$ cat src/design/pwm_input_duty_meter_top_defines.svh
// ----------------------------------------------------------------------------
// PWM duty meter assertion macros
// Shared concurrent assertion templates for the duty meter design.
// ----------------------------------------------------------------------------
`ifndef PWM_INPUT_DUTY_METER_TOP_DEFINES_SVH
`define PWM_INPUT_DUTY_METER_TOP_DEFINES_SVH

// Same-cycle implication, checked outside reset.
`define PWMDM_ASSERT_NOW(label, ante, cons) \
  label: assert property (@(posedge clk) disable iff (rst) (ante) |-> (cons)) \
    else $error("pwm duty meter: same-cycle check failed");

// Next-cycle implication, checked outside reset.
`define PWMDM_ASSERT_NEXT(label, ante, cons) \
  label: assert property (@(posedge clk) disable iff (rst) (ante) |=> (cons)) \
    else $error("pwm duty meter: next-cycle check failed");

`endif

$ cat src/design/pwmdm_pkg.sv
// ----------------------------------------------------------------------------
// PWM duty meter package
// Types and fixed constants shared by the controller, datapath and top level.
// ----------------------------------------------------------------------------
package pwmdm_pkg;

  localparam logic [7:0] FULL_SCALE       = 8'd200;
  localparam logic [7:0] FAIL_LIMIT_RESET = 8'd5;
  localparam logic [7:0] STREAK_MAX       = 8'd255;
  localparam int         RATIO_BITS       = 8;
  localparam int         DIV_STEPS        = RATIO_BITS;
  localparam int         OUT_DATA_BITS    = 32;

  localparam logic CFG_INVERT_OUTPUT = 1'b0;
  localparam logic CFG_FAIL_LIMIT    = 1'b1;

  localparam logic CMD_EDGE = 1'b0;
  localparam logic CMD_READ = 1'b1;

  typedef enum logic [1:0] {
    PH_FIRST_RISE = 2'd0,
    PH_FALL       = 2'd1,
    PH_NEXT_RISE  = 2'd2
  } edge_phase_t;

  typedef enum logic [1:0] {
    ST_IDLE   = 2'd0,
    ST_LOAD   = 2'd1,
    ST_DIVIDE = 2'd2,
    ST_FINISH = 2'd3
  } ctrl_state_t;

  typedef struct packed {
    logic take_edge;
    logic load;
    logic step;
    logic finish;
  } dp_cmd_t;

endpackage

$ cat src/design/pwmdm_ctrl.sv
// ----------------------------------------------------------------------------
// PWM duty meter controller
// Sequences edge captures and duty reads, and owns the handshake flags.
// ----------------------------------------------------------------------------
module pwmdm_ctrl (
  input  logic               clk,
  input  logic               rst,
  input  logic               s_tvalid,
  output logic               s_tready,
  input  logic               s_tuser,
  output logic               m_tvalid,
  input  logic               m_tready,
  output pwmdm_pkg::dp_cmd_t cmd
);

  localparam int CNT_W = $clog2(pwmdm_pkg::DIV_STEPS);
  localparam logic [CNT_W-1:0] LAST_STEP = CNT_W'(pwmdm_pkg::DIV_STEPS - 1);

  pwmdm_pkg::ctrl_state_t state;
  pwmdm_pkg::ctrl_state_t state_next;
  logic [CNT_W-1:0]       step_count;
  logic [CNT_W-1:0]       step_count_next;
  logic                   m_tvalid_next;
  logic                   accept;

  always_ff @(posedge clk) begin
    if (rst) begin
      state      <= pwmdm_pkg::ST_IDLE;
      step_count <= '0;
      m_tvalid   <= 1'b0;
    end else begin
      state      <= state_next;
      step_count <= step_count_next;
      m_tvalid   <= m_tvalid_next;
    end
  end

  always_comb begin
    state_next      = state;
    step_count_next = step_count;
    s_tready        = 1'b0;
    cmd             = '0;
    accept          = 1'b0;
    m_tvalid_next   = m_tvalid && !m_tready;
    case (state)
      pwmdm_pkg::ST_IDLE: begin
        s_tready = 1'b1;
        accept   = s_tvalid;
        if (accept && s_tuser == pwmdm_pkg::CMD_READ) begin
          state_next = pwmdm_pkg::ST_LOAD;
        end else if (accept) begin
          cmd.take_edge = 1'b1;
        end
      end
      pwmdm_pkg::ST_LOAD: begin
        cmd.load        = 1'b1;
        step_count_next = '0;
        state_next      = pwmdm_pkg::ST_DIVIDE;
      end
      pwmdm_pkg::ST_DIVIDE: begin
        cmd.step        = 1'b1;
        step_count_next = step_count + 1'b1;
        if (step_count == LAST_STEP) begin
          state_next = pwmdm_pkg::ST_FINISH;
        end
      end
      pwmdm_pkg::ST_FINISH: begin
        if (!m_tvalid || m_tready) begin
          cmd.finish    = 1'b1;
          m_tvalid_next = 1'b1;
          state_next    = pwmdm_pkg::ST_IDLE;
        end
      end
      default: begin
        state_next = pwmdm_pkg::ST_IDLE;
      end
    endcase
  end

endmodule

$ cat src/design/pwmdm_datapath.sv
// ----------------------------------------------------------------------------
// PWM duty meter datapath
// Edge sequencer, restoring divider for the duty ratio, loss detection and
// the result register.
// ----------------------------------------------------------------------------
module pwmdm_datapath #(
  parameter int TIMER_BITS = 16
) (
  input  logic               clk,
  input  logic               rst,
  input  pwmdm_pkg::dp_cmd_t cmd,
  input  logic [15:0]        capture_time,
  input  logic               cfg_we,
  input  logic               cfg_index,
  input  logic [7:0]         cfg_data,
  output logic [7:0]         duty_ratio,
  output logic               signal_lost,
  output logic [15:0]        period_ticks
);

  localparam int PROD_W = TIMER_BITS + pwmdm_pkg::RATIO_BITS;

  logic                      invert_output;
  logic [7:0]                fail_limit;
  pwmdm_pkg::edge_phase_t    edge_phase;
  logic [TIMER_BITS-1:0]     rise_reference;
  logic [TIMER_BITS-1:0]     fall_stamp;
  logic [TIMER_BITS-1:0]     period_count;
  logic [TIMER_BITS-1:0]     high_count;
  logic [7:0]                zero_streak;
  logic [7:0]                held_ratio;

  logic [TIMER_BITS-1:0]     rem;
  logic [7:0]                low_bits;
  logic [7:0]                quot;
  logic                      period_zero;
  logic                      saturate;

  logic [TIMER_BITS+15:0]    time_ext;
  logic [TIMER_BITS-1:0]     stamp;
  logic [TIMER_BITS+15:0]    period_ext;
  logic [PROD_W-1:0]         product;
  logic [TIMER_BITS:0]       shifted;
  logic                      fits;
  logic [7:0]                ratio;
  logic [7:0]                limit;
  logic [7:0]                streak_next;
  logic [7:0]                held_next;
  logic                      lost_next;

  assign time_ext   = {{TIMER_BITS{1'b0}}, capture_time};
  assign stamp      = time_ext[TIMER_BITS-1:0];
  assign period_ext = {16'd0, period_count};
  assign product    = {8'd0, high_count} * PROD_W'(pwmdm_pkg::FULL_SCALE);
  assign shifted    = {rem, low_bits[7]};
  assign fits       = shifted >= {1'b0, period_count};

  always_comb begin
    limit = (fail_limit == 8'd0) ? 8'd1 : fail_limit;
    if (period_zero) begin
      ratio = 8'd0;
    end else if (saturate) begin
      ratio = pwmdm_pkg::FULL_SCALE;
    end else begin
      ratio = quot;
    end
    if (ratio == 8'd0) begin
      streak_next = (zero_streak < pwmdm_pkg::STREAK_MAX) ? zero_streak + 8'd1 : zero_streak;
      held_next   = (streak_next >= limit) ? 8'd0 : held_ratio;
    end else begin
      streak_next = 8'd0;
      held_next   = ratio;
    end
    lost_next = streak_next >= limit;
  end

  always_ff @(posedge clk) begin
    if (rst) begin
      invert_output  <= 1'b0;
      fail_limit     <= pwmdm_pkg::FAIL_LIMIT_RESET;
      edge_phase     <= pwmdm_pkg::PH_FIRST_RISE;
      rise_reference <= '0;
      fall_stamp     <= '0;
      period_count   <= '0;
      high_count     <= '0;
      zero_streak    <= '0;
      held_ratio     <= '0;
    end else begin
      if (cfg_we && cfg_index == pwmdm_pkg::CFG_INVERT_OUTPUT) begin
        invert_output <= cfg_data[0];
      end
      if (cfg_we && cfg_index == pwmdm_pkg::CFG_FAIL_LIMIT) begin
        fail_limit <= cfg_data;
      end
      if (cmd.take_edge) begin
        case (edge_phase)
          pwmdm_pkg::PH_FIRST_RISE: begin
            rise_reference <= stamp;
            edge_phase     <= pwmdm_pkg::PH_FALL;
          end
          pwmdm_pkg::PH_FALL: begin
            fall_stamp <= stamp;
            edge_phase <= pwmdm_pkg::PH_NEXT_RISE;
          end
          pwmdm_pkg::PH_NEXT_RISE: begin
            period_count   <= stamp - rise_reference;
            high_count     <= fall_stamp - rise_reference;
            rise_reference <= stamp;
            edge_phase     <= pwmdm_pkg::PH_FALL;
          end
          default: begin
            edge_phase <= pwmdm_pkg::PH_FIRST_RISE;
          end
        endcase
      end
      if (cmd.finish) begin
        zero_streak <= streak_next;
        held_ratio  <= held_next;
        if (ratio != 8'd0) begin
          high_count <= '0;
        end
      end
    end
  end

  // Restoring division: the quotient is below 256 whenever high < period.
  always_ff @(posedge clk) begin
    if (cmd.load) begin
      rem         <= product[PROD_W-1:8];
      low_bits    <= product[7:0];
      quot        <= '0;
      period_zero <= period_count == '0;
      saturate    <= high_count >= period_count;
    end else if (cmd.step) begin
      rem      <= fits ? TIMER_BITS'(shifted - {1'b0, period_count}) : shifted[TIMER_BITS-1:0];
      low_bits <= {low_bits[6:0], 1'b0};
      quot     <= {quot[6:0], fits};
    end
  end

  always_ff @(posedge clk) begin
    if (cmd.finish) begin
      duty_ratio   <= invert_output ? pwmdm_pkg::FULL_SCALE - held_next : held_next;
      signal_lost  <= lost_next;
      period_ticks <= period_ext[15:0];
    end
  end

endmodule

$ cat src/design/pwm_input_duty_meter_top.sv
// ----------------------------------------------------------------------------
// PWM input duty meter
// Edge timestamps step a period and high-time sequencer; reads report the
// duty ratio in half-percent units with loss detection.
// ----------------------------------------------------------------------------
// Usage:
// The input stream carries one word per event: s_tuser selects an edge
// capture (0) or a duty read (1), s_tdata carries the captured timer value.
// An edge word gives no output word. A read word gives one output word:
// a load state forms 200 times the high time, a restoring divider then
// finds one quotient bit per cycle, and a finish state updates the loss
// counter and the result once the output register is free.
// The input is not ready while a read is in work, so a new read is taken
// only after the last one is finished; edges run at one per cycle otherwise.
// The result sits in an output register; a stalled receiver holds it while
// the next item is taken, and only a second finished read waits for it.
// Configuration (invert_output, fail_limit) is written through cfg_we with
// no wait. A synchronous reset clears the edge and loss state and
// invert_output, sets fail_limit to 5 and drops m_tvalid; the result is kept.
// ----------------------------------------------------------------------------
`include "pwm_input_duty_meter_top_defines.svh"

module pwm_input_duty_meter_top #(
  parameter int TIMER_BITS = 16
) (
  input  logic        clk,
  input  logic        rst,
  input  logic        s_tvalid,
  output logic        s_tready,
  input  logic [15:0] s_tdata,   // [15:0] capture_time
  input  logic        s_tuser,   // [0] cmd
  output logic        m_tvalid,
  input  logic        m_tready,
  output logic [31:0] m_tdata,   // [7:0] duty_ratio, [8] signal_lost, [24:9] period_ticks
  input  logic        cfg_we,
  input  logic        cfg_index,
  input  logic [7:0]  cfg_data
);

  pwmdm_pkg::dp_cmd_t cmd;
  logic [7:0]         duty_ratio;
  logic               signal_lost;
  logic [15:0]        period_ticks;

  pwmdm_ctrl u_ctrl (
    .clk      (clk),
    .rst      (rst),
    .s_tvalid (s_tvalid),
    .s_tready (s_tready),
    .s_tuser  (s_tuser),
    .m_tvalid (m_tvalid),
    .m_tready (m_tready),
    .cmd      (cmd)
  );

  pwmdm_datapath #(
    .TIMER_BITS (TIMER_BITS)
  ) u_datapath (
    .clk          (clk),
    .rst          (rst),
    .cmd          (cmd),
    .capture_time (s_tdata),
    .cfg_we       (cfg_we),
    .cfg_index    (cfg_index),
    .cfg_data     (cfg_data),
    .duty_ratio   (duty_ratio),
    .signal_lost  (signal_lost),
    .period_ticks (period_ticks)
  );

  assign m_tdata = {7'd0, period_ticks, signal_lost, duty_ratio};

  `PWMDM_ASSERT_NOW(a_duty_in_range, m_tvalid, m_tdata[7:0] <= pwmdm_pkg::FULL_SCALE)
  `PWMDM_ASSERT_NOW(a_lost_forces_zero, m_tvalid && m_tdata[8], m_tdata[7:0] == 8'd0 || m_tdata[7:0] == pwmdm_pkg::FULL_SCALE)
  `PWMDM_ASSERT_NEXT(a_read_blocks_input, s_tvalid && s_tready && s_tuser, !s_tready)

endmodule

$ cat config.mk
export PLATFORM = sky130hd
export DESIGN_NAME = pwm_input_duty_meter_top
export DESIGN_NICKNAME = d
export VERILOG_FILES = /design/src/design/pwmdm_pkg.sv /design/src/design/pwmdm_ctrl.sv /design/src/design/pwmdm_datapath.sv /design/src/design/pwm_input_duty_meter_top.sv
export VERILOG_INCLUDE_DIRS = /design/src /design/src/design
export SDC_FILE = /design/constraint.sdc
export NUM_CORES = 1
export LEC_CHECK = 0
export ABC_CLOCK_PERIOD_IN_PS = 5150
export BUFFER_PORTS_ARGS = -buffer_cell sky130_fd_sc_hd__buf_2
export CORE_MARGIN = 1
export CORE_UTILIZATION = 46
export CTS_CLUSTER_SIZE = 40
export DETAILED_ROUTE_END_ITERATION = 7
export PLACE_DENSITY = 0.69
export SLEW_MARGIN = 20
export SYNTH_ARGS = -nofsm -noshare
export SYNTH_HDL_FRONTEND = slang
export SYNTH_HIERARCHICAL = 1
export SYNTH_SLANG_ARGS = --single-unit
export TNS_END_PERCENT = 5
$ cat constraint.sdc
create_clock -name clk -period 5.15 [get_ports clk]
set_clock_uncertainty 0.15 [all_clocks]
set_input_delay 0 -clock clk [delete_from_list [all_inputs] [get_ports clk]]
set_output_delay 0 -clock clk [all_outputs]
set_load 0.01 [all_outputs]
==> results.sh, run 1 <==
export IMPL_synthArstFlopShare_pct=0
export IMPL_htreeDepth=4
export IMPL_holdWs_ns=0.225
export IMPL_synth_warnings=6
export IMPL_finalInstanceArea_sq_um=12100
export IMPL_core_sq_um=22600
export IMPL_setup_viol=0
export IMPL_antenna_found_initial=0
export IMPL_drc_errors=0
export IMPL_syn2layout_area_growth_pct=14.9
export IMPL_rsz0062_at_grt="false"
export IMPL_hp_class="input pin to flop"
export IMPL_netlist_area_sq_um=10500
export IMPL_port_buffers=57
export IMPL_power_frac_seq_pct=34.5
export IMPL_max_freq_mhz=245
export IMPL_dieHeight_um=153
export IMPL_worst_ep_arrival_time_ns=4.10
export IMPL_cellLeakagePower_nw=5.13
export IMPL_cts_path_max_buffers=2
export IMPL_gp_congestion=0.826
export IMPL_die_w_um=153
export IMPL_regArea_sq_um=3540
export IMPL_r2r_cells=14
export IMPL_start_util_pct=46.7
export IMPL_synth_most_common_cell="nand2_1"
export IMPL_peakVddDrop_v=0.000233
export IMPL_cts_tree="yes"
export IMPL_syn_inst=1205
export IMPL_grt_pass1_vias=8293
export IMPL_relSlewSlack_pct=26.5
export IMPL_numCtsBuffers=17
export IMPL_cts_sinks=153
export IMPL_viasPerCell=5.33
export IMPL_whs_path_depth=4
export IMPL_ios=65
export IMPL_grt_overflow=0
export IMPL_row_count=55
export IMPL_dr_pass1_iters=5
export IMPL_clk_pin_slew_ns=0.07
export IMPL_layout_nets=1481
export IMPL_wirelength_um=23000
export IMPL_clkPwrFrac_pct=26.7
export IMPL_outcome="completed"
export IMPL_finalCritPeriodShare_pct=79.2
export IMPL_power_w=0.00455
export IMPL_layout_drive_gt1_share_pct=8.85
export IMPL_multi_input_area_sq_um=6360
export IMPL_syn_avg_cell_area_sq_um=8.75
export IMPL_critical_path_max_fanout=5
export IMPL_synth_edf_count=48
export IMPL_synthFlopType="dfxtp_1"
export IMPL_synth_top_area_share_pct=19.9
export IMPL_hpwl_um=16700
export IMPL_vias=8509
export IMPL_clkLatencyLatePin_ns=0.43
export IMPL_p_int_w=0.00294
export IMPL_cts_setup_buffers=0
export IMPL_switching_share_pct=35.3
export IMPL_crit_required_ns=5.17
export IMPL_slew_violations=0
export IMPL_fillers=2059
export IMPL_power_frac_comb_pct=38.8
export IMPL_synth_cell_types=64
export IMPL_antenna_left=0
export IMPL_critPathKind="flop to flop"
export IMPL_p_per_area_nw_per_um2=375
export IMPL_drtIter0Drc=426
export IMPL_hold_viol_final=0
export IMPL_fin_setup_tns_ns=0
export IMPL_wl_per_cell_um=14.4
export IMPL_fin_util_pct=53.7
export IMPL_grt_util_all_layers_pct=20.3
export IMPL_power_switching_w=0.00161
export IMPL_synth_largest_area_cell="dfxtp_1"
export IMPL_die_area_sq_um=23500
export IMPL_grt_pass1_wl_um=38900
export IMPL_clock_root_buffer="clkbuf_16"
export IMPL_finalCriticalPeriod_ns=4.08
export IMPL_ys_seq_elements=153
export IMPL_critPathLaunchType="flop"
export IMPL_endpoint_kind="flop"
export IMPL_placed_area_sq_um=11100
export IMPL_yosysSeqAreaShare_pct=33.6
export IMPL_worst_pin_slew_ns=1.10
export IMPL_synthTopCellsByArea="dfxtp_1, ha_1, edfxtp_1"
export IMPL_maxCapViolCount=0
export IMPL_grt_max_degree=56
export IMPL_ys_top_cells_by_count="nand2_1, ha_1, inv_1, a21oi_1, dfxtp_1"
export IMPL_num_antenna_cells=0
critical path, stage by stage, from the launching register on:
cell and delay, ns:
dfxtp_1 0.43, ha_1 0.28, ha_1 0.28, inv_1 0.05, fa_1 0.49, inv_1 0.04, ha_1 0.34, a211oi_1 0.26
nor2_1 0.10, o21ai_0 0.34, o21ai_0 0.26, a21o_1 0.22, a21oi_1 0.20, xnor2_1 0.09, a211o_1 0.28
power by group through the flow:
stage | sequential [W] | combinational, W | clock, W
final | 0.00157 | 0.00177 | 0.00121
after global routing | 0.00159 | 0.00196 | 0.00128
after CTS | 0.00157 | 0.00176 | 0.00124
after detailed placement | 0.00160 | 0.00172 | 0
after global placement | 0.00159 | 0.00168 | 0
after floorplan | 0.00158 | 0.00140 | 0
cells in the final DEF, fill, tap and decap left out, drive strengths merged, types with 23 or more instances in the layout:
master         n
nand2        147
ha           138
inv          123
a21oi        114
dfxtp        105
nor2          87
buf           66
dlygate4sd3   49
edfxtp        48
xnor2         44
mux2i         31
o21ai         30
a21o          26
nor3          23
routing by layer:
metal | part of all wire (%) | wire length [um] | vias to the layer above | GRT usage, %
met5 | 0 | 0 | - | 0
met4 | 1.6 | 379 | 0 | 7.52
met3 | 2.4 | 544 | 28 | 3.18
met2 | 48 | 11100 | 117 | 35.1
met1 | 48 | 11000 | 3977 | 25.4
li1 | - | - | 4387 | -
state kept, by name, summed over array words and instances (netlist names), 5 cells and up:
signal                     flops
u_datapath/duty_ratio          8
u_datapath/fail_limit          8
u_datapath/fall_stamp         16
u_datapath/held_ratio          8
u_datapath/high_count         16
u_datapath/low_bits            5
u_datapath/period_count       16
u_datapath/period_ticks       16
u_datapath/quot                8
u_datapath/rem                16
u_datapath/rise_reference     16
u_datapath/zero_streak         8
cell type report:
type / count / share of cell area (%)
clock buffer: 18 / 3.54
clock inverter: 14 / 1.15
inverter: 119 / 3.69
multi-input combinational: 892 / 52.5
sequential: 153 / 29.2
tap: 285 / 2.94
timing repair buffer: 115 / 6.96
stage by stage:
| stage | instances | worst slack, ns |
|---|---|---|
| finish | 1596 | 1.07 |
| global route | 1596 | 0.741 |
| CTS | 1596 | 1.11 |
| detailed placement | 1515 | 1.13 |
| global placement | 1515 | 1.21 |
| floorplan | 1211 | 1.33 |
final timing paths:
path                                              startpoint                                         end  slack (ns)
setup reg to reg         u_datapath/high_count[3]$_SDFF_PP0_                u_datapath/rem[13]$_DFFE_PP_        1.07
setup / recovery         u_datapath/high_count[3]$_SDFF_PP0_                u_datapath/rem[13]$_DFFE_PP_        1.07
hold reg to reg   u_datapath/rise_reference[13]$_SDFFE_PP0P_  u_datapath/rise_reference[13]$_SDFFE_PP0P_        0.31
hold / removal                                    s_tdata[4]       u_datapath/fall_stamp[4]$_SDFFE_PP0P_        0.23
kinds of logic after synthesis:
kind of cell               share of synthesized area (%)
muxes                                               3.58
and+or+nand+nor                                     16.6
adders and majority gates                           19.0
other                                             0.0356
buffers and inverters                               6.30
xor gates and xnor gates                            4.49
DFF                                                 33.6
AOI/OAI and AO/OA                                   16.4
repair_timing:
item / CTS / global route
hold buffers: 49 / 0
gates resized for setup: 0 / 0
hold endpoints to repair: 63 / 0
No activity file was read; power rests on OpenSTA's default activity.
==> run 2, diff against run 1 <==
--- a/config.mk
+++ b/config.mk
@@ -6,13 +6,14 @@
 export SDC_FILE = /design/constraint.sdc
 export NUM_CORES = 1
 export LEC_CHECK = 0
-export ABC_CLOCK_PERIOD_IN_PS = 5150
+export ABC_AREA = 1
+export ABC_CLOCK_PERIOD_IN_PS = 3600
 export BUFFER_PORTS_ARGS = -buffer_cell sky130_fd_sc_hd__buf_2
 export CORE_MARGIN = 1
 export CORE_UTILIZATION = 46
 export CTS_CLUSTER_SIZE = 40
 export DETAILED_ROUTE_END_ITERATION = 7
-export PLACE_DENSITY = 0.69
+export PLACE_DENSITY = 0.71
 export SLEW_MARGIN = 20
 export SYNTH_ARGS = -nofsm -noshare
 export SYNTH_HDL_FRONTEND = slang
==> constraint.sdc (replaced) <==
create_clock -name clk -period 3.6 [get_ports clk]
set_clock_uncertainty 0.15 [all_clocks]
set_input_delay 0 -clock clk [delete_from_list [all_inputs] [get_ports clk]]
set_output_delay 0 -clock clk [all_outputs]
set_load 0.01 [all_outputs]
==> run 2 against run 1 <==
Via count grew 15%. Total power grew 59%. Sequential share of layout area shrank 1.2 points. Setup slack lost 0.84 ns. Wire length grew 19%. Combinational power grew 72%. Worst hold slack lost 0.17 ns. Area after synthesis grew 4.7%. Die area grew 4.7%. Design area grew 4.4%. Sequential power grew 49%.
==> results.sh, run 2 <==
export IMPL_ys_top_cells_by_count="nand2_1, inv_1, a21oi_1, ha_1, nor2_1"
export IMPL_cts_path_max_buffers=2
export IMPL_synth_top_area_share_pct=19.0
export IMPL_clkPwrFrac_pct=25.6
export IMPL_synth_largest_area_cell="dfxtp_1"
export IMPL_max_freq_mhz=297
export IMPL_power_frac_comb_pct=42.0
export IMPL_ios=65
export IMPL_hp_class="input pin to flop"
export IMPL_layout_nets=1746
export IMPL_regArea_sq_um=3550
export IMPL_crit_buf_inv=2
export IMPL_vias=9743
export IMPL_synthArstFlopShare_pct=0
export IMPL_fillers=2173
export IMPL_num_antenna_cells=0
export IMPL_core_sq_um=23500
export IMPL_crit_top_cell="nand2_1"
export IMPL_syn_inst=1470
export IMPL_worst_pin_slew_ns=0.996
export IMPL_slowest_delay_ns=0.38
export IMPL_crit_chain="ha_1, nand3_1, nor2_2, nand3_2, nor2_4, inv_2, nand4_1, xor2_2, ha_1, a21oi_1, nand2_1, nand2_1, nand2_1, nor2_1, nor2_2, ha_1, nand2_1, nand2_1, nand3_1, nand2_1, nand2_1, inv_1"
export IMPL_grt_util_all_layers_pct=23.5
export IMPL_synth_warnings=6
export IMPL_final_cell_mix="nand2_1, inv_1, a21oi_1"
export IMPL_setup_viol=0
export IMPL_dr_pass1_iters=5
export IMPL_synth_edf_count=48
export IMPL_switching_share_pct=40.0
export IMPL_critPathKind="flop to flop"
export IMPL_rsz0062_at_grt="true"
export IMPL_critical_path_max_fanout=6
export IMPL_maxCapViolCount=0
export IMPL_critPathLaunchType="flop"
export IMPL_layout_drive_gt1_share_pct=9.45
export IMPL_top_layer_used="met4"
export IMPL_slowest_stage="dfxtp_2"
export IMPL_grt_pass1_wl_um=45700
export IMPL_htreeDepth=4
export IMPL_dieHeight_um=157
export IMPL_synth_most_common_cell="nand2_1"
export IMPL_relSlewSlack_pct=33.5
export IMPL_die_area_sq_um=24600
export IMPL_multi_input_area_sq_um=6360
export IMPL_drt_met1_wl_um=12300
export IMPL_syn2layout_area_growth_pct=14.5
export IMPL_hpwl_um=20700
export IMPL_cellLeakagePower_nw=6.40
export IMPL_drtIter0Drc=589
export IMPL_viasPerCell=5.14
export IMPL_worst_ep_arrival_time_ns=3.40
export IMPL_start_util_pct=46.9
export IMPL_cp_top_family="simple AND/OR/NAND/NOR gates"
export IMPL_wl_met3_um=1260
export IMPL_port_buffers=57
export IMPL_wl_per_cell_um=14.5
export IMPL_grt_pass1_vias=9412
export IMPL_antenna_found_initial=0
export IMPL_power_switching_w=0.00290
export IMPL_clock_root_buffer="clkbuf_16"
export IMPL_power_frac_seq_pct=32.4
export IMPL_synthTopCellsByArea="dfxtp_1, ha_1, edfxtp_1"
export IMPL_grt_max_degree=49
export IMPL_synthFlopType="dfxtp_1"
export IMPL_die_w_um=157
export IMPL_cts_tree="yes"
export IMPL_drc_errors=0
export IMPL_row_count=56
export IMPL_p_per_area_nw_per_um2=572
export IMPL_finalCritPeriodShare_pct=93.4
export IMPL_slew_violations=0
export IMPL_gp_congestion=0.903
export IMPL_clk_pin_slew_ns=0.07
export IMPL_crit_required_ns=3.64
export IMPL_endpoint_kind="flop"
export IMPL_holdWs_ns=0.0591
export IMPL_yosysSeqAreaShare_pct=32.1
export IMPL_fin_util_pct=53.7
export IMPL_wirelength_um=27400
export IMPL_syn_avg_cell_area_sq_um=7.51
export IMPL_antenna_left=0
export IMPL_hold_viol_final=0
export IMPL_outcome="completed"
export IMPL_wl_met2_um=13200
export IMPL_layout_commonest_cell="nand2_1"
export IMPL_netlist_area_sq_um=11000
export IMPL_clkLatencyLatePin_ns=0.43
export IMPL_synth_cell_types=51
export IMPL_finalCriticalPeriod_ns=3.36
export IMPL_grt_overflow=0
export IMPL_peakVddDrop_v=0.000319
export IMPL_p_int_w=0.00434
export IMPL_cts_sinks=153
export IMPL_ys_seq_elements=153
export IMPL_numCtsBuffers=17
==> run 2: cell count changes in the layout (fill, tap and decap cells not counted), moves of 28 or more <==
cell | previous run | this run
nand3_1 | 22 | 57
o21ai_0 | 24 | 108
inv_1 | 118 | 253
nand2_1 | 147 | 268
xnor2_1 | 44 | 16
mux2i_1 | 31 | 0
==> run 2: worst paths after layout <==
| check | startpoint | endpoint | slack, ns | cells past startpoint |
|---|---|---|---|---|
| worst max-delay path | u_datapath/zero_streak[0]$_SDFFE_PP0P_ | u_datapath/duty_ratio[6]$_DFFE_PP_ | 0.24 | 22 |
| worst min-delay path | cfg_index | u_datapath/fail_limit[2]$_SDFFE_PP1P_ | 0.06 | 4 |
| worst max register to register | u_datapath/zero_streak[0]$_SDFFE_PP0P_ | u_datapath/duty_ratio[6]$_DFFE_PP_ | 0.24 | 22 |
| worst min register to register | u_datapath/period_count[5]$_SDFFE_PP0P_ | u_datapath/period_ticks[5]$_DFFE_PP_ | 0.28 | 0 |
==> run 2: routing by layer <==
| layer | track usage (%) | vias to the layer above |
|---|---|---|
| li1 | - | 4995 |
| met1 | 29.3 | 4470 |
| met2 | 41.2 | 237 |
| met3 | 3.66 | 41 |
| met4 | 8.17 | 0 |
| met5 | 0 | - |
==> run 2: timing repair <==
| item | 4_1_cts | 5_1_grt |
|---|---|---|
| hold buffers | 38 | 0 |
| resized for setup | 0 | 3 |
| buffers inserted | 0 | 0 |
| endpoints found under the setup margin | 0 | 7 |
| hold endpoints to repair | 57 | 0 |
==> run 2: metrics by stage <==
| stage | instance area [sq um] | total power (W) | setup slack [ns] | setup TNS (ns) | std cells |
|---|---|---|---|---|---|
| 6_report | 12600 | 0.00723 | 0.236 | 0 | 1895 |
| 5_1_grt | 12600 | 0.00778 | -0.103 | -0.270 | 1895 |
| 4_1_cts | 12600 | 0.00722 | 0.172 | 0 | 1895 |
| 3_5_place_dp | 11700 | 0.00532 | 0.193 | 0 | 1825 |
| 3_3_place_gp | 11700 | 0.00525 | 0.250 | 0 | 1825 |
| 2_1_floorplan | 11100 | 0.00464 | 0.438 | 0 | 1476 |
==> run 2: power by group through the flow <==
stage | logic (W) | clock network [W] | registers, W
final | 0.00304 | 0.00185 | 0.00234
after global routing | 0.00345 | 0.00196 | 0.00237
after CTS | 0.00301 | 0.00188 | 0.00234
after detailed placement | 0.00295 | 0 | 0.00237
after global placement | 0.00289 | 0 | 0.00236
after floorplan | 0.00230 | 0 | 0.00234
==> run 2: worst min-delay path, delay by kind of cell <==
kind                   cells  cell delay, ns
AOI/OAI and AO/OA          1            0.10
buffers and inverters      2            0.26
and+or+nand+nor            1            0.23
==> run 2: logic make-up (layout without fill, tap and decap cells) <==
kind of cell,Yosys count,count (layout),share of synthesized area [%]
flops,153,153,32.1
fa+ha+maj,152,152,18.2
compound gates,323,323,16.2
xor+xnor,45,45,3.64
buf+inv,299,399,10.6
other cells,1,7,0.0340
simple gates,497,497,19.2
==> run 2: layout make-up <==
class	instances	area share, %
Timing Repair Buffer	107	5.98
Tap cell	319	3.16
Clock inverter	15	1.44
Sequential cell	153	28.0
Multi-Input combinational cell	1024	50.3
Clock buffer	17	3.36
Inverter	260	7.72
==> run 3, diff against run 2 <==
--- a/config.mk
+++ b/config.mk
@@ -14,6 +14,7 @@
 export CTS_CLUSTER_SIZE = 40
 export DETAILED_ROUTE_END_ITERATION = 7
 export PLACE_DENSITY = 0.71
+export REMOVE_ABC_BUFFERS = 1
 export SLEW_MARGIN = 20
 export SYNTH_ARGS = -nofsm -noshare
 export SYNTH_HDL_FRONTEND = slang
==> run 3 against run 2 <==
Die area did not move. Maximum frequency decreased by 4.0%. Core utilization down 0.12 points. Design area shrank 0.23%. Global-route usage decreased by 0.79 points. Flip-flop and latch count unchanged. Clock power is 8% lower. Register-to-register slack worse by 0.14 ns. Worst hold slack lost 0.050 ns. Critical endpoint is now u_datapath/high_count[4]$_SDFF_PP0_. Largest cell class unchanged.
==> results.sh, run 3 (synthesis results as in run 2) <==
export IMPL_outcome="completed"
export IMPL_grt_overflow=0
export IMPL_cts_sinks=153
export IMPL_antenna_left=0
export IMPL_grt_max_degree=37
export IMPL_r2r_cells=13
export IMPL_gp_congestion=0.936
export IMPL_row_count=56
export IMPL_max_freq_mhz=286
export IMPL_maxCapViolCount=0
export IMPL_numCtsBuffers=17
export IMPL_worst_pin_slew_ns=1.03
export IMPL_setup_viol=0
export IMPL_antenna_found_initial=0
export IMPL_endpoint_kind="flop"
export IMPL_finalCriticalPeriod_ns=3.50
export IMPL_hpwl_um=20400
export IMPL_layout_drive_gt1_share_pct=9.83
export IMPL_clkLatencyLatePin_ns=0.42
export IMPL_layout_commonest_cell="nand2_1"
export IMPL_wl_per_cell_um=14.0
export IMPL_syn2layout_area_growth_pct=14.3
export IMPL_drtIter0Drc=543
export IMPL_p_per_area_nw_per_um2=562
export IMPL_clock_root_buffer="clkbuf_16"
export IMPL_cts_path_max_buffers=2
export IMPL_viasPerCell=5.11
export IMPL_fin_setup_tns_ns=0
export IMPL_r2r_end="u_datapath/high_count[4]$_SDFF_PP0_"
export IMPL_min_to="u_datapath/fail_limit[7]$_SDFFE_PP0P_"
export IMPL_hp_class="input pin to flop"
export IMPL_htreeDepth=4
export IMPL_drc_errors=0
export IMPL_cellLeakagePower_nw=6.38
export IMPL_r2r_slack_ns=0.1
export IMPL_rsz0062_at_grt="true"
export IMPL_wirelength_um=26600
export IMPL_fin_util_pct=53.6
export IMPL_worstReg2RegStart="u_ctrl/state[0]$_SDFFE_PP0P_"
export IMPL_final_cell_mix="nand2_1, inv_1, a21oi_1"
export IMPL_port_buffers=57
export IMPL_grt_pass1_vias=9461
export IMPL_whs_path_depth=3
export IMPL_critPathKind="flop to flop"
export IMPL_core_sq_um=23500
export IMPL_ios=65
export IMPL_dieHeight_um=157
export IMPL_grt_util_all_layers_pct=22.7
export IMPL_relSlewSlack_pct=31.3
export IMPL_min_from="cfg_index"
export IMPL_clk_pin_slew_ns=0.07
export IMPL_cts_tree="yes"
export IMPL_num_antenna_cells=0
export IMPL_dr_pass1_iters=5
export IMPL_start_util_pct=46.9
export IMPL_peakVddDrop_v=0.000300
export IMPL_die_w_um=157
export IMPL_finalCritPeriodShare_pct=97.3
export IMPL_crit_required_ns=3.80
export IMPL_slew_violations=0
export IMPL_critPathLaunchType="flop"
export IMPL_worst_ep_arrival_time_ns=3.70
export IMPL_hold_viol_final=0
export IMPL_grt_pass1_wl_um=44500
export IMPL_layout_nets=1747
export IMPL_vias=9694
export IMPL_die_area_sq_um=24600
export IMPL_critical_path_max_fanout=32
## run 3: cell count changes in the layout (fill, tap and decap cells not counted), moves of 2 or more
cell / change
inv_6: +5
clkinv_4: +2
buf_4: +3
inv_8: -5
bufinv_16: -2
dlygate4sd3_1: -2
## run 3: worst max-delay path by stage
stage	start	slack (ns)	end
after detailed placement	u_datapath/high_count[4]$_SDFF_PP0_	0.14	u_datapath/rem[15]$_DFFE_PP_
final	u_ctrl/state[0]$_SDFFE_PP0P_	0.1	u_datapath/high_count[4]$_SDFF_PP0_
after floorplan	u_ctrl/state[0]$_SDFFE_PP0P_	-0.23	u_datapath/held_ratio[7]$_SDFFE_PP0P_
after global routing	u_ctrl/state[0]$_SDFFE_PP0P_	-0.07	u_datapath/high_count[4]$_SDFF_PP0_
after CTS	u_datapath/high_count[4]$_SDFF_PP0_	0.12	u_datapath/rem[15]$_DFFE_PP_
after global placement	u_datapath/high_count[4]$_SDFF_PP0_	0.20	u_datapath/rem[15]$_DFFE_PP_
## run 3: critical path: stages, from the launching register on
cell and delay, ns:
dfxtp_1 0.34, inv_1 0.11, ha_1 0.24, nand2_1 0.07, nor2_1 0.21, dlygate4sd3_1 0.63, inv_1 0.08, nor2_2 0.32
inv_1 0.12, nor2_2 0.11, inv_1 0.44, a21oi_1 0.27, o21ai_0 0.18, a21oi_1 0.17
## run 3: area by class of cell
| class | instances | area (sq um) |
|---|---|---|
| Clock inverter | 14 | 108 |
| Tap cell | 319 | 399 |
| Inverter | 260 | 976 |
| Timing Repair Buffer | 108 | 758 |
| Sequential cell | 153 | 3550 |
| Multi-Input combinational cell | 1024 | 6380 |
| Fill cell | 2259 | 10900 |
| Clock buffer | 18 | 450 |
## run 3: report_power, final
group          internal (W)  total [W]  switching [W]  leakage, nW
combinational       0.00111    0.00305        0.00194         4.81
clock              0.000937    0.00171       0.000769        0.273
sequential          0.00219    0.00233       0.000149         1.30
total               0.00423    0.00709        0.00286         6.38
## run 3: routing by layer
metal	wire (um)	vias to the layer above	global-route usage, %
met5	0	-	0
li1	-	5005	-
met1	11900	4458	27.1
met3	953	44	3.63
met4	810	0	9.43
met2	12900	187	40.4
## run 3: through the flow
stage / setup WS (ns) / area (sq um) / hold slack, ns / total power [W] / cells
after floorplan: -0.227 / 10900 / -0.0809 / 0.00458 / 1437
after detailed placement: 0.140 / 11700 / 0.0838 / 0.00532 / 1828
after CTS: 0.119 / 12600 / 0.000619 / 0.00708 / 1896
after global routing: -0.0729 / 12600 / 0.0864 / 0.00763 / 1896
after global placement: 0.205 / 11700 / 0.0758 / 0.00526 / 1828
final: 0.0974 / 12600 / 0.00904 / 0.00709 / 1896
## run 3: what timing repair did
action,CTS,global route
hold buffers,36,0
endpoints found under the hold margin,52,0
setup buffers,0,0
resized for setup,0,8
setup endpoints to repair,0,13
